===== src/hw/rtl/swcs_pkg.sv =====
`timescale 1ns / 1ps
// ----------------------------------------------------------------------------
// swcs_pkg: shared types and constants of the stop-and-wait CAN sender
// Frame layout, history entry layout, result word layout, action codes
// and the sizing of the wait queue and the history ring.
// ----------------------------------------------------------------------------
package swcs_pkg;

	localparam int QUEUE_DEPTH   = 16;
	localparam int HISTORY_DEPTH = 16;

	localparam int QAW = (QUEUE_DEPTH > 1) ? $clog2(QUEUE_DEPTH) : 1;
	localparam int QCW = $clog2(QUEUE_DEPTH + 1);
	localparam int HAW = (HISTORY_DEPTH > 1) ? $clog2(HISTORY_DEPTH) : 1;
	localparam int HCW = $clog2(HISTORY_DEPTH + 1);

	localparam logic [15:0] ACK_TIMEOUT_RST = 16'd10;

	localparam logic [1:0] ACT_SEND = 2'd0;
	localparam logic [1:0] ACT_TICK = 2'd1;
	localparam logic [1:0] ACT_RESP = 2'd2;

	typedef struct packed {
		logic [63:0] payload;
		logic [3:0]  length;
		logic [7:0]  command;
	} frame_t;

	typedef struct packed {
		logic [31:0] sent;
		frame_t      frame;
	} hist_entry_t;

	typedef struct packed {
		logic [31:0] ack_delay;
		frame_t      tx;
		logic        dropped;
		logic        matched;
		logic        tx_valid;
	} result_t;

	// byte mask over the first min(len, 8) data bytes
	function automatic logic [63:0] byte_mask(input logic [3:0] len);
		logic [63:0] m;
		m = '0;
		for (int i = 0; i < 8; i++) begin
			if (len > 4'(i)) begin
				m[8*i +: 8] = 8'hFF;
			end
		end
		return m;
	endfunction

endpackage


===== src/hw/rtl/stop_and_wait_can_sender.sv =====
`timescale 1ns / 1ps
// ----------------------------------------------------------------------------
// stop_and_wait_can_sender: stop-and-wait CAN frame sender with ack tracking
// Queues send requests behind an unacknowledged frame, keeps a history ring
// of sent frames and matches responses against it newest first.
// ----------------------------------------------------------------------------
// Usage
//  s_axis: one word per event; tuser is the action (send, tick, response).
//  m_axis: exactly one result word per input word, in order.
//  cfg:    writes ack_timeout; always ready, write only while idle.
// Timing
//  The sequencer holds one word at a time; s_axis_tready is low while it
//  works. A send or an unused action passes through decide and finish, a
//  tick through decide, release and finish. A response walks the history
//  ring through one compare unit, one entry per cycle behind a registered
//  memory read, until a match or the end of the ring.
//  The result sits in an output register, so the next word is taken while
//  the previous result waits; a stalled receiver holds only the finish step.
// Reset
//  arst_n clears the queue, history, time and result; ack_timeout returns
//  to 10. No clearing pass is needed.
// ----------------------------------------------------------------------------
module stop_and_wait_can_sender (
	input  logic         clk,
	input  logic         arst_n,
	input  logic         s_axis_tvalid,
	output logic         s_axis_tready,
	// [31:0] now_ticks, [39:32] frame_command, [43:40] frame_length,
	// [107:44] frame_payload, [111:108] zero
	input  logic [111:0] s_axis_tdata,
	// [1:0] action
	input  logic [1:0]   s_axis_tuser,
	output logic         m_axis_tvalid,
	input  logic         m_axis_tready,
	// [7:0] tx_command, [11:8] tx_length, [75:12] tx_payload,
	// [107:76] ack_delay, [111:108] zero
	output logic [111:0] m_axis_tdata,
	// [0] tx_valid, [1] matched, [2] dropped
	output logic [2:0]   m_axis_tuser,
	input  logic         cfg_valid,
	output logic         cfg_ready,
	input  logic [15:0]  cfg_data
);

	typedef enum logic [2:0] {
		ST_IDLE,
		ST_DECIDE,
		ST_SCAN,
		ST_RELEASE,
		ST_FINISH
	} state_t;

	state_t state_q;

	logic [15:0]             timeout_q;
	logic [31:0]             cur_q;
	logic [1:0]              act_q;
	logic [31:0]             now_q;
	swcs_pkg::frame_t        frm_q;

	swcs_pkg::frame_t        wait_mem [swcs_pkg::QUEUE_DEPTH];
	swcs_pkg::frame_t        q_rd_q;
	logic [swcs_pkg::QAW-1:0] wait_head_q;
	logic [swcs_pkg::QCW-1:0] wait_count_q;

	swcs_pkg::hist_entry_t   hist_mem [swcs_pkg::HISTORY_DEPTH];
	swcs_pkg::hist_entry_t   hist_rd_s1;
	logic [swcs_pkg::HAW-1:0] hist_slot_s1;
	logic                    hist_pend_s1;
	logic [swcs_pkg::HAW-1:0] scan_slot_q;
	logic [swcs_pkg::HCW-1:0] scan_left_q;
	logic [swcs_pkg::HAW-1:0] hist_next_q;
	logic [swcs_pkg::HCW-1:0] hist_count_q;
	logic [swcs_pkg::HISTORY_DEPTH-1:0] acked_q;
	logic [31:0]             newest_time_q;

	swcs_pkg::result_t       res_q;
	swcs_pkg::result_t       out_q;
	logic                    m_valid_q;

	logic [swcs_pkg::HAW-1:0] newest_slot;
	logic [swcs_pkg::HAW-1:0] scan_prev;
	logic [swcs_pkg::HAW-1:0] next_wrap;
	logic [31:0]             age;
	logic                    newest_clear;
	logic                    cmp_hit;
	logic [swcs_pkg::QCW:0]  tail_sum;
	logic [swcs_pkg::QAW-1:0] tail;
	logic [swcs_pkg::QAW-1:0] head_wrap;
	logic                    send_now;
	logic                    enq;
	logic                    rel_now;
	logic                    tx_go;
	swcs_pkg::frame_t        tx_frame;

	assign s_axis_tready = (state_q == ST_IDLE);
	assign cfg_ready     = 1'b1;
	assign m_axis_tvalid = m_valid_q;
	assign m_axis_tuser  = {out_q.dropped, out_q.matched, out_q.tx_valid};
	assign m_axis_tdata  = {4'b0, out_q.ack_delay, out_q.tx.payload,
		out_q.tx.length, out_q.tx.command};

	always_comb begin
		newest_slot = (hist_next_q == '0) ? swcs_pkg::HAW'(swcs_pkg::HISTORY_DEPTH - 1)
			: hist_next_q - 1'b1;
		scan_prev   = (scan_slot_q == '0) ? swcs_pkg::HAW'(swcs_pkg::HISTORY_DEPTH - 1)
			: scan_slot_q - 1'b1;
		next_wrap   = (hist_next_q == swcs_pkg::HAW'(swcs_pkg::HISTORY_DEPTH - 1)) ? '0
			: hist_next_q + 1'b1;
		head_wrap   = (wait_head_q == swcs_pkg::QAW'(swcs_pkg::QUEUE_DEPTH - 1)) ? '0
			: wait_head_q + 1'b1;
		age          = cur_q - newest_time_q;
		newest_clear = (hist_count_q == '0) || acked_q[newest_slot]
			|| (age >= 32'(timeout_q));
		// the single compare unit: one history entry against the response
		cmp_hit = hist_pend_s1 && !acked_q[hist_slot_s1]
			&& (hist_rd_s1.frame.command == frm_q.command)
			&& (hist_rd_s1.frame.length == frm_q.length)
			&& (((hist_rd_s1.frame.payload ^ frm_q.payload)
				& swcs_pkg::byte_mask(frm_q.length)) == 64'd0);
		tail_sum = (swcs_pkg::QCW + 1)'(wait_head_q) + (swcs_pkg::QCW + 1)'(wait_count_q);
		tail     = (tail_sum >= (swcs_pkg::QCW + 1)'(swcs_pkg::QUEUE_DEPTH))
			? swcs_pkg::QAW'(tail_sum - (swcs_pkg::QCW + 1)'(swcs_pkg::QUEUE_DEPTH))
			: swcs_pkg::QAW'(tail_sum);
		send_now = (state_q == ST_DECIDE) && (act_q == swcs_pkg::ACT_SEND)
			&& (wait_count_q == '0) && newest_clear;
		enq      = (state_q == ST_DECIDE) && (act_q == swcs_pkg::ACT_SEND) && !send_now
			&& (wait_count_q < swcs_pkg::QCW'(swcs_pkg::QUEUE_DEPTH));
		rel_now  = (state_q == ST_RELEASE) && (wait_count_q != '0) && newest_clear;
		tx_go    = send_now || rel_now;
		tx_frame = send_now ? frm_q : q_rd_q;
	end

	// wait queue: head word read every cycle, settles long before it is used
	always_ff @(posedge clk) begin
		if (enq) begin
			wait_mem[tail] <= frm_q;
		end
		q_rd_q <= wait_mem[wait_head_q];
	end

	always_ff @(posedge clk) begin
		if (tx_go) begin
			hist_mem[hist_next_q] <= '{sent: cur_q, frame: tx_frame};
		end
		hist_rd_s1   <= hist_mem[scan_slot_q];
		hist_slot_s1 <= scan_slot_q;
	end

	always_ff @(posedge clk or negedge arst_n) begin
		if (!arst_n) begin
			state_q       <= ST_IDLE;
			timeout_q     <= swcs_pkg::ACK_TIMEOUT_RST;
			cur_q         <= '0;
			act_q         <= '0;
			now_q         <= '0;
			frm_q         <= '0;
			wait_head_q   <= '0;
			wait_count_q  <= '0;
			hist_pend_s1  <= 1'b0;
			scan_slot_q   <= '0;
			scan_left_q   <= '0;
			hist_next_q   <= '0;
			hist_count_q  <= '0;
			acked_q       <= '0;
			newest_time_q <= '0;
			res_q         <= '0;
			out_q         <= '0;
			m_valid_q     <= 1'b0;
		end else begin
			if (cfg_valid) begin
				timeout_q <= cfg_data;
			end
			// the finish step owns the result register while it is active
			if (m_valid_q && m_axis_tready && state_q != ST_FINISH) begin
				m_valid_q <= 1'b0;
			end
			if (tx_go) begin
				acked_q[hist_next_q] <= 1'b0;
				hist_next_q          <= next_wrap;
				newest_time_q        <= cur_q;
				if (hist_count_q != swcs_pkg::HCW'(swcs_pkg::HISTORY_DEPTH)) begin
					hist_count_q <= hist_count_q + 1'b1;
				end
				res_q.tx_valid <= 1'b1;
				res_q.tx       <= tx_frame;
			end
			if (enq) begin
				wait_count_q <= wait_count_q + 1'b1;
			end
			if (rel_now) begin
				wait_head_q  <= head_wrap;
				wait_count_q <= wait_count_q - 1'b1;
			end

			case (state_q)
				ST_IDLE: begin
					if (s_axis_tvalid) begin
						act_q         <= s_axis_tuser;
						now_q         <= s_axis_tdata[31:0];
						frm_q.command <= s_axis_tdata[39:32];
						frm_q.length  <= s_axis_tdata[43:40];
						frm_q.payload <= s_axis_tdata[107:44];
						res_q         <= '0;
						state_q       <= ST_DECIDE;
					end
				end
				ST_DECIDE: begin
					case (act_q)
						swcs_pkg::ACT_SEND: begin
							if (!send_now && !enq) begin
								res_q.dropped <= 1'b1;
							end
							state_q <= ST_FINISH;
						end
						swcs_pkg::ACT_TICK: begin
							cur_q   <= now_q;
							state_q <= ST_RELEASE;
						end
						swcs_pkg::ACT_RESP: begin
							scan_slot_q  <= newest_slot;
							scan_left_q  <= hist_count_q;
							hist_pend_s1 <= 1'b0;
							state_q      <= ST_SCAN;
						end
						default: begin
							state_q <= ST_FINISH;
						end
					endcase
				end
				ST_SCAN: begin
					if (cmp_hit) begin
						acked_q[hist_slot_s1] <= 1'b1;
						res_q.matched         <= 1'b1;
						res_q.ack_delay       <= cur_q - hist_rd_s1.sent;
						state_q               <= ST_RELEASE;
					end else if (scan_left_q == '0 && !hist_pend_s1) begin
						state_q <= ST_FINISH;
					end else begin
						// advance one entry towards the oldest
						hist_pend_s1 <= (scan_left_q != '0);
						if (scan_left_q != '0) begin
							scan_slot_q <= scan_prev;
							scan_left_q <= scan_left_q - 1'b1;
						end
					end
				end
				ST_RELEASE: begin
					state_q <= ST_FINISH;
				end
				ST_FINISH: begin
					if (!m_valid_q || m_axis_tready) begin
						out_q     <= res_q;
						m_valid_q <= 1'b1;
						state_q   <= ST_IDLE;
					end
				end
				default: begin
					state_q <= ST_IDLE;
				end
			endcase
		end
	end

	a_wait_bound: assert property (@(posedge clk) disable iff (!arst_n)
		wait_count_q <= swcs_pkg::QCW'(swcs_pkg::QUEUE_DEPTH))
		else $error("wait queue count beyond depth");

	a_hist_bound: assert property (@(posedge clk) disable iff (!arst_n)
		hist_count_q <= swcs_pkg::HCW'(swcs_pkg::HISTORY_DEPTH))
		else $error("history count beyond depth");

	a_ack_set: assert property (@(posedge clk) disable iff (!arst_n)
		(state_q == ST_SCAN && cmp_hit) |=> acked_q[$past(hist_slot_s1)])
		else $error("matched history entry not marked acknowledged");

	a_tx_not_dropped: assert property (@(posedge clk) disable iff (!arst_n)
		m_axis_tvalid |-> !(m_axis_tuser[0] && m_axis_tuser[2]))
		else $error("result both transmits and drops a frame");

endmodule

===== config.mk =====
export PLATFORM = sky130hd
export DESIGN_NAME = stop_and_wait_can_sender
export DESIGN_NICKNAME = d
export VERILOG_FILES = /design/src/hw/rtl/swcs_pkg.sv /design/src/hw/rtl/stop_and_wait_can_sender.sv
export SDC_FILE = /design/constraint.sdc
export NUM_CORES = 2
export LEC_CHECK = 0
export BUFFER_PORTS_ARGS = -buffer_cell sky130_fd_sc_hd__buf_2
export CORE_UTILIZATION = 53
export DETAILED_ROUTE_END_ITERATION = 12
export PLACE_DENSITY = 0.72
export SLEW_MARGIN = 20
export SYNTH_ARGS = -nofsm -noshare
export SYNTH_HDL_FRONTEND = slang
export SYNTH_SLANG_ARGS = --single-unit
export TNS_END_PERCENT = 10

===== constraint.sdc =====
create_clock -name clk -period 10.77 [get_ports clk]
set_input_delay 1.6155 -clock clk [delete_from_list [all_inputs] [get_ports clk]]
set_output_delay 1.6155 -clock clk [all_outputs]
set_load 0.01 [all_outputs]

# Yosys cells after proc, flatten, opt, wreduce, memory -nomap -nowiden
# Memory sizes are Yosys's and may differ from the RTL's. A register that Yosys moved wholly into a read port is not among the register bits.
# Cells that the tools add are included.
[word_totals] regBits=464 ramBits=2944 inputBits=135 output_inout_bits=118 wordCells=205 n_memories=2
[memory_table] name="hist_mem" depth=16 width=108 rd=1 rd_clocked_by_memory_dff=1 wr=1 line_no="stop_and_wait_can_sender.sv:66" source="swcs_pkg::hist_entry_t hist_mem [swcs_pkg::HISTORY_DEPTH];"
[memory_table] name="wait_mem" depth=16 width=76 rd=1 rd_clocked_by_memory_dff=1 wr=1 line_no="stop_and_wait_can_sender.sv:61" source="swcs_pkg::frame_t wait_mem [swcs_pkg::QUEUE_DEPTH];"
[op_classes] add_sub_neg=12 magnitude_cmp=16 eq_ne=22 muxes=66 bitwise=5 reduce_logical=49
[ops] op="$mux W76" n=3
[ops] op="$mux W111" n=1
[ops] op="$and A64 B64 Y64" n=1
[ops] op="$logic_not A64 Y1" n=1
[ops] op="$mux W8" n=8
[ops] op="$pmux W32 S2" n=1
[ops] op="$sub A32 B32 Y32" n=2
[ops] op="$xor A64 B64 Y64" n=1
[ops] op="$mux W16" n=3
[ops] op="$mux W4" n=9
[ops] op="$ge A32 B16 Y1" n=1
[ops] op="$mux W32" n=1
[ops] op="$mux W5" n=6
[ops] op="$mux W1" n=19
[ops] op="$logic_and A1 B1 Y1" n=17
[ops] op="$and A16 B16 Y16" n=1
[ops] op="$gt A4 B3 Y1 const B" n=4
[ops] op="$not A16 Y16" n=1
[ops] op="$or A16 B16 Y16" n=1
[ops] op="$logic_not A5 Y1" n=3
[ops] op="$lt A4 B5 Y1 const B" n=3
[ops] op="$pmux W3 S5" n=1
[ops] op="$mux W3" n=4
[ops] op="$ne A2 B2 Y1 const B" n=6
[ops] op="38 further kinds" n=72

# Longest topological paths before layout
[depth] ltp_word=15 mapped_depth=27 ltp_nobuf=26

# Least setup slack after synthesis
# Ideal clock, no wire load.
[synth_timing] path_kind="flip-flop to flip-flop" from="reg cur_q[0]" to="mem hist_mem[3][0] (netlist name) (enable)" setup_time_ns=0.576 t_arrival_ns=8.321 required_time_ns=10.194 slack_ns=1.873 path_stages_with_launch=20 synth_period_minus_slack_ns=8.897 path_cell_list="dfrtp_1 -> inv_1 -> ha_1 -> fa_1 -> nand2b_1 -> a21oi_1 -> o21a_1 -> a41oi_1 -> xnor2_1 -> ha_1 -> nand4_1 -> a221o_1 -> a21oi_1 -> nor4_1 -> nand4_1 -> a2111oi_4 -> a21oi_2 -> buf_2 -> nand2_1 -> nor2_1"
[synth_via] elab_chain_cells=7
[synth_rtl] element="from (decl)" line_no="stop_and_wait_can_sender.sv:56" source="logic [31:0] cur_q;"
[synth_rtl] element="from (signal assigned)" line_no="stop_and_wait_can_sender.sv:217" source="cur_q <= now_q;"
[synth_rtl] element="$sub A32 B32 Y32 *" line_no="stop_and_wait_can_sender.sv:112" source="age = cur_q - newest_time_q;"
[synth_rtl] element="$ge A32 B16 Y1 *" line_no="stop_and_wait_can_sender.sv:114" source="|| (age >= 32'(timeout_q));"
[synth_rtl] element="$logic_or A1 B1 Y1 *" line_no="stop_and_wait_can_sender.sv:114"
[synth_rtl] element="$logic_and A1 B1 Y1, on equally long branches" line_no="stop_and_wait_can_sender.sv:126, stop_and_wait_can_sender.sv:129"
[synth_rtl] element="$logic_or A1 B1 Y1 *" line_no="stop_and_wait_can_sender.sv:130" source="tx_go = send_now || rel_now;"
[synth_rtl] element="$mux W1 *" line_no="stop_and_wait_can_sender.sv:143" source="if (tx_go) begin"
[synth_rtl] element="$mux W1 (not written as such) *" line_no="stop_and_wait_can_sender.sv:144" source="hist_mem[hist_next_q] <= '{sent: cur_q, frame: tx_frame};"
[synth_rtl] element="to (decl)" line_no="stop_and_wait_can_sender.sv:66"
# Every way passes the cells marked *; elsewhere a longest branch is shown, timed or not.

# Worst setup path in the final report
[layout_timing] from="reg cur_q[0]" to="mem wait_mem[5][32] (netlist name) (enable)"
[layout_via] elab_chain_cells=9
[layout_rtl] element="$sub A32 B32 Y32" line_no="stop_and_wait_can_sender.sv:112"
[layout_rtl] element="$ge A32 B16 Y1" line_no="stop_and_wait_can_sender.sv:114"
[layout_rtl] element="$logic_or A1 B1 Y1" line_no="stop_and_wait_can_sender.sv:114"
[layout_rtl] element="$logic_and A1 B1 Y1" line_no="stop_and_wait_can_sender.sv:126" source="&& (wait_count_q == '0) && newest_clear;"
[layout_rtl] element="$logic_not A1 Y1" line_no="stop_and_wait_can_sender.sv:127" source="enq = (state_q == ST_DECIDE) && (act_q == swcs_pkg::ACT_SEND) && !send_now"
[layout_rtl] element="$logic_and A1 B1 Y1" line_no="stop_and_wait_can_sender.sv:127"
[layout_rtl] element="$logic_and A1 B1 Y1" line_no="stop_and_wait_can_sender.sv:128" source="&& (wait_count_q < swcs_pkg::QCW'(swcs_pkg::QUEUE_DEPTH));"
[layout_rtl] element="$mux W1" line_no="stop_and_wait_can_sender.sv:136" source="if (enq) begin"
[layout_rtl] element="$mux W1 (not written as such)" line_no="stop_and_wait_can_sender.sv:137" source="wait_mem[tail] <= frm_q;"
[layout_rtl] element="to (decl)" line_no="stop_and_wait_can_sender.sv:61"
# Every way passes these cells.

==> reports/results.ini <==
[floorplanning]
die_boundary_width_um = 513
ios = 253
floorplan.die_area_sq_mm = 0.263
starting_density = 0.533
die-height_um = 513
core_area_sq_mm = 0.260
core.rowCount = 187

[grt]
global_route.usage.met1 = 0.356
via_count_of_the_first_global_routing_pass = 70446
number_of_antenna_violations_at_the_first_check_in_global_routing = 10
largest_net_degree_at_the_start_of_global_routing = 109
overflow = 0
groute.usage.overall = 0.252
met3_usage_in_global_routing = 0.0422
globalRoute.busiestLayer = met2
grt_use_met2 = 0.406
grt_first_pass_wirelength_um = 482000

[cts]
worst_skew_pair.late_latency_ps = 990
cts-root-to-sink-buffers = 4
ctsHtreeMaxLevel = 5
postCtsSetupRepairBufs = 0
cts_inserted_buffers = 372
cts_root_buf = clkbuf_16
tritoncts = yes
cts_hold_repair.buffers = 0
post_cts_resize_count = 0
cts.sink_count = 3592
worst_setup_hold_path_clk_slew_ps = 60

[pwr]
p_switching_w = 0.0136
power.density_mw_per_mm2 = 283
comb_power_share = 0.264
irDropWorstVdd_mv = 0.202
clock_power_share = 0.286
sw_frac_of_total = 0.306
leakage_nw = 53.1
power.internal_w = 0.0308
power_frac_seq = 0.451
overall_power_w = 0.0443

[worst_setup_path]
worst_setup_path_end_kind = register
top_fanout_value_on_the_critical_path = 40
r2r_slack_ps = 2730
r2r_cells = 22
regToRegEndpoint = wait_mem[5][32]
timing.critical_path.required_ps = 11310
worstSetupStartpointType = register
crit-reg2reg-launch = cur_q[0]
timing.setup.critical_path_class = reg2reg
worstPathArrival_ps = 8570

[placement]
dp.final_hpwl_um = 174000
routabilityCongestion = 0.842
port-buffer-count = 243

[hold_path]
class_of_the_most_critical_hold_timing_path = reg2reg
timing.hold.worst_endpoint = now_q[31]
hp-start = now_q[31]
timing.hold.worst_path_depth = 2

[timing]
clock.fmax_mhz = 124
finalHoldViolations = 0
layout_worst_path_cycle_share = 0.746
fin_worst_skew_ps = 81.3
setup_viol = 0
timing_max_transition_violations_final = 0
setup_tns_final_ps = 0
grt_setup_unrepaired = no
max_slew_margin = 0.220
tightestPinTransition_ps = 1160
min_period_ps = 8040

[drt]
dr.pass1.iters = 6
detail_route.wl_per_cell_um = 30.5
routed_via_density = 6.39
drt_first_iter_violations = 7939
via_count = 69396
wirelength_um = 331000
detail_route.drc_violations = 0
ant_nets = 0

[yosys]
post_synth_inst_count = 6740
synth_async_sr_flop_share = 0.128
synth_enable_flop_cells = 2944
netlist_area_sq_mm = 0.138
synth_flop_cell = edfxtp_1
synth_top_area_cell = edfxtp_1
synthesis.area_per_instance_sq_um = 20.5
seq_area_frac_synth = 0.749
ys_top_cells_by_area = edfxtp_1, mux4_2, dfrtp_1
yosysMostFrequentCell = edfxtp_1
ys_ff_latch = 3592
synthDistinctLibCells = 87
ys_warn_count = 0
synth_common_cells = edfxtp_1, mux4_2, dfrtp_1
area_share_of_the_leading_cell_type_in_the_synthesized_netlist = 0.639

[layout]
number_of_fillers_in_the_final_layout = 17775
layout_area_overhead_pct = 13.0
area.sequential_sq_mm = 0.104
nets = 7388
finalCoreUtilization = 0.602
multiInputGateArea_sq_mm = 0.0330
drive_gt1_frac = 0.289

[job]
cap_viol_max_count = 0

[status]
status = finished clean

registers in the layout, summed over array words and instances, names as in the netlist, 16 cells and up:
register	count
newest_time_q	32
acked_q	16
res_q	111
now_q	32
wait_mem	1216
cur_q	32
hist_rd_s1	108
timeout_q	16
hist_mem	1728
q_rd_q	76
frm_q	76
m_axis_tdata	108
critical path: stages (launching register included):
cell	delay [ps]
dfrtp_1	670
inv_1	170
ha_1	270
fa_1	390
nand2b_1	180
a21oi_1	280
o211ai_1	190
a21oi_1	150
nand2b_1	130
xor2_1	160
ha_1	260
nor2b_1	130
o21ai_0	360
o2111ai_1	190
a211o_1	260
nor4_1	280
nand4_1	210
a2111oi_4	700
a211oi_4	240
or4b_1	750
nor2_4	160
buf_4	650
buf_4	750
layout by cell type, fill, tap and decap left out, types with 30 or more instances in the layout:
| master | Yosys | layout |
|---|---|---|
| xor2_1 | 75 | 75 |
| nand2_1 | 342 | 341 |
| xnor2_1 | 65 | 65 |
| edfxtp_1 | 2944 | 2944 |
| nor2_4 | 0 | 33 |
| clkbuf_8 | 0 | 48 |
| ha_1 | 98 | 98 |
| clkbuf_16 | 0 | 379 |
| clkinv_2 | 0 | 70 |
| inv_1 | 186 | 185 |
| dfrtp_1 | 458 | 451 |
| clkinv_1 | 1 | 30 |
| o32ai_1 | 77 | 77 |
| dfxtp_1 | 188 | 188 |
| buf_2 | 20 | 242 |
| a21o_1 | 42 | 42 |
| nor2_1 | 96 | 63 |
| mux4_2 | 925 | 925 |
| buf_12 | 0 | 30 |
| a211oi_1 | 81 | 81 |
| clkbuf_1 | 252 | 90 |
| a21oi_1 | 77 | 77 |
| mux2_2 | 225 | 225 |
| o21ai_0 | 219 | 219 |
| buf_4 | 7 | 101 |
stage by stage:
stage / instances / setup slack, ps / area (sq um) / hold WS, ps
finish: 10855 / 2730 / 156000 / 473
detailed placement: 10177 / 2890 / 144000 / 461
global placement: 10177 / 2970 / 144000 / 457
CTS: 10849 / 2820 / 156000 / 479
global route: 10852 / 2460 / 156000 / 500
floorplan: 6743 / 1870 / 138000 / 345
area by class of cell:
type,instances,share of cell area
timing repair buffer,377,0.0168
antenna,4,0.0000640
inverter,188,0.00456
sequential,3592,0.663
tap,3402,0.0272
clock inverter,155,0.0100
clock buffer,517,0.0670
multi-input combinational,2620,0.211
worst max-delay path by stage:
stage                        start              end  slack [ps]  cells past startpoint
final                     cur_q[0]  wait_mem[5][32]        2730                     22
after global routing      cur_q[1]  wait_mem[5][34]        2460                     21
after CTS                 cur_q[1]  wait_mem[5][34]        2820                     21
after detailed placement  cur_q[1]  wait_mem[5][32]        2890                     21
after global placement    cur_q[1]  wait_mem[5][32]        2970                     21
after floorplan           cur_q[0]   hist_mem[3][0]        1870                     19
routing by layer:
layer / wire (um) / vias up
met5: 0 / -
met4: 10100 / 0
met3: 28500 / 557
met2: 161000 / 3491
met1: 131000 / 37112
li1: - / 28236
cells by family after synthesis:
kind of cell    Yosys count  synth area share
flops                  3592             0.749
mux                    1162             0.170
simple gates            606            0.0194
compound gates          604            0.0288
buf+inv                 531            0.0148
xor+xnor                140           0.00886
fa+ha+maj               103           0.00951
other cells               2         0.0000542
power groups by stage:
stage | clock network [W] | registers (W) | logic (W)
3_3_place_gp | 0 | 0.0202 | 0.0113
4_1_cts | 0.0128 | 0.0200 | 0.0116
6_report | 0.0127 | 0.0200 | 0.0117
5_1_grt | 0.0133 | 0.0201 | 0.0126
2_1_floorplan | 0 | 0.0192 | 0.00849
3_5_place_dp | 0 | 0.0203 | 0.0115
No activity file was read; power rests on OpenSTA's default activity.
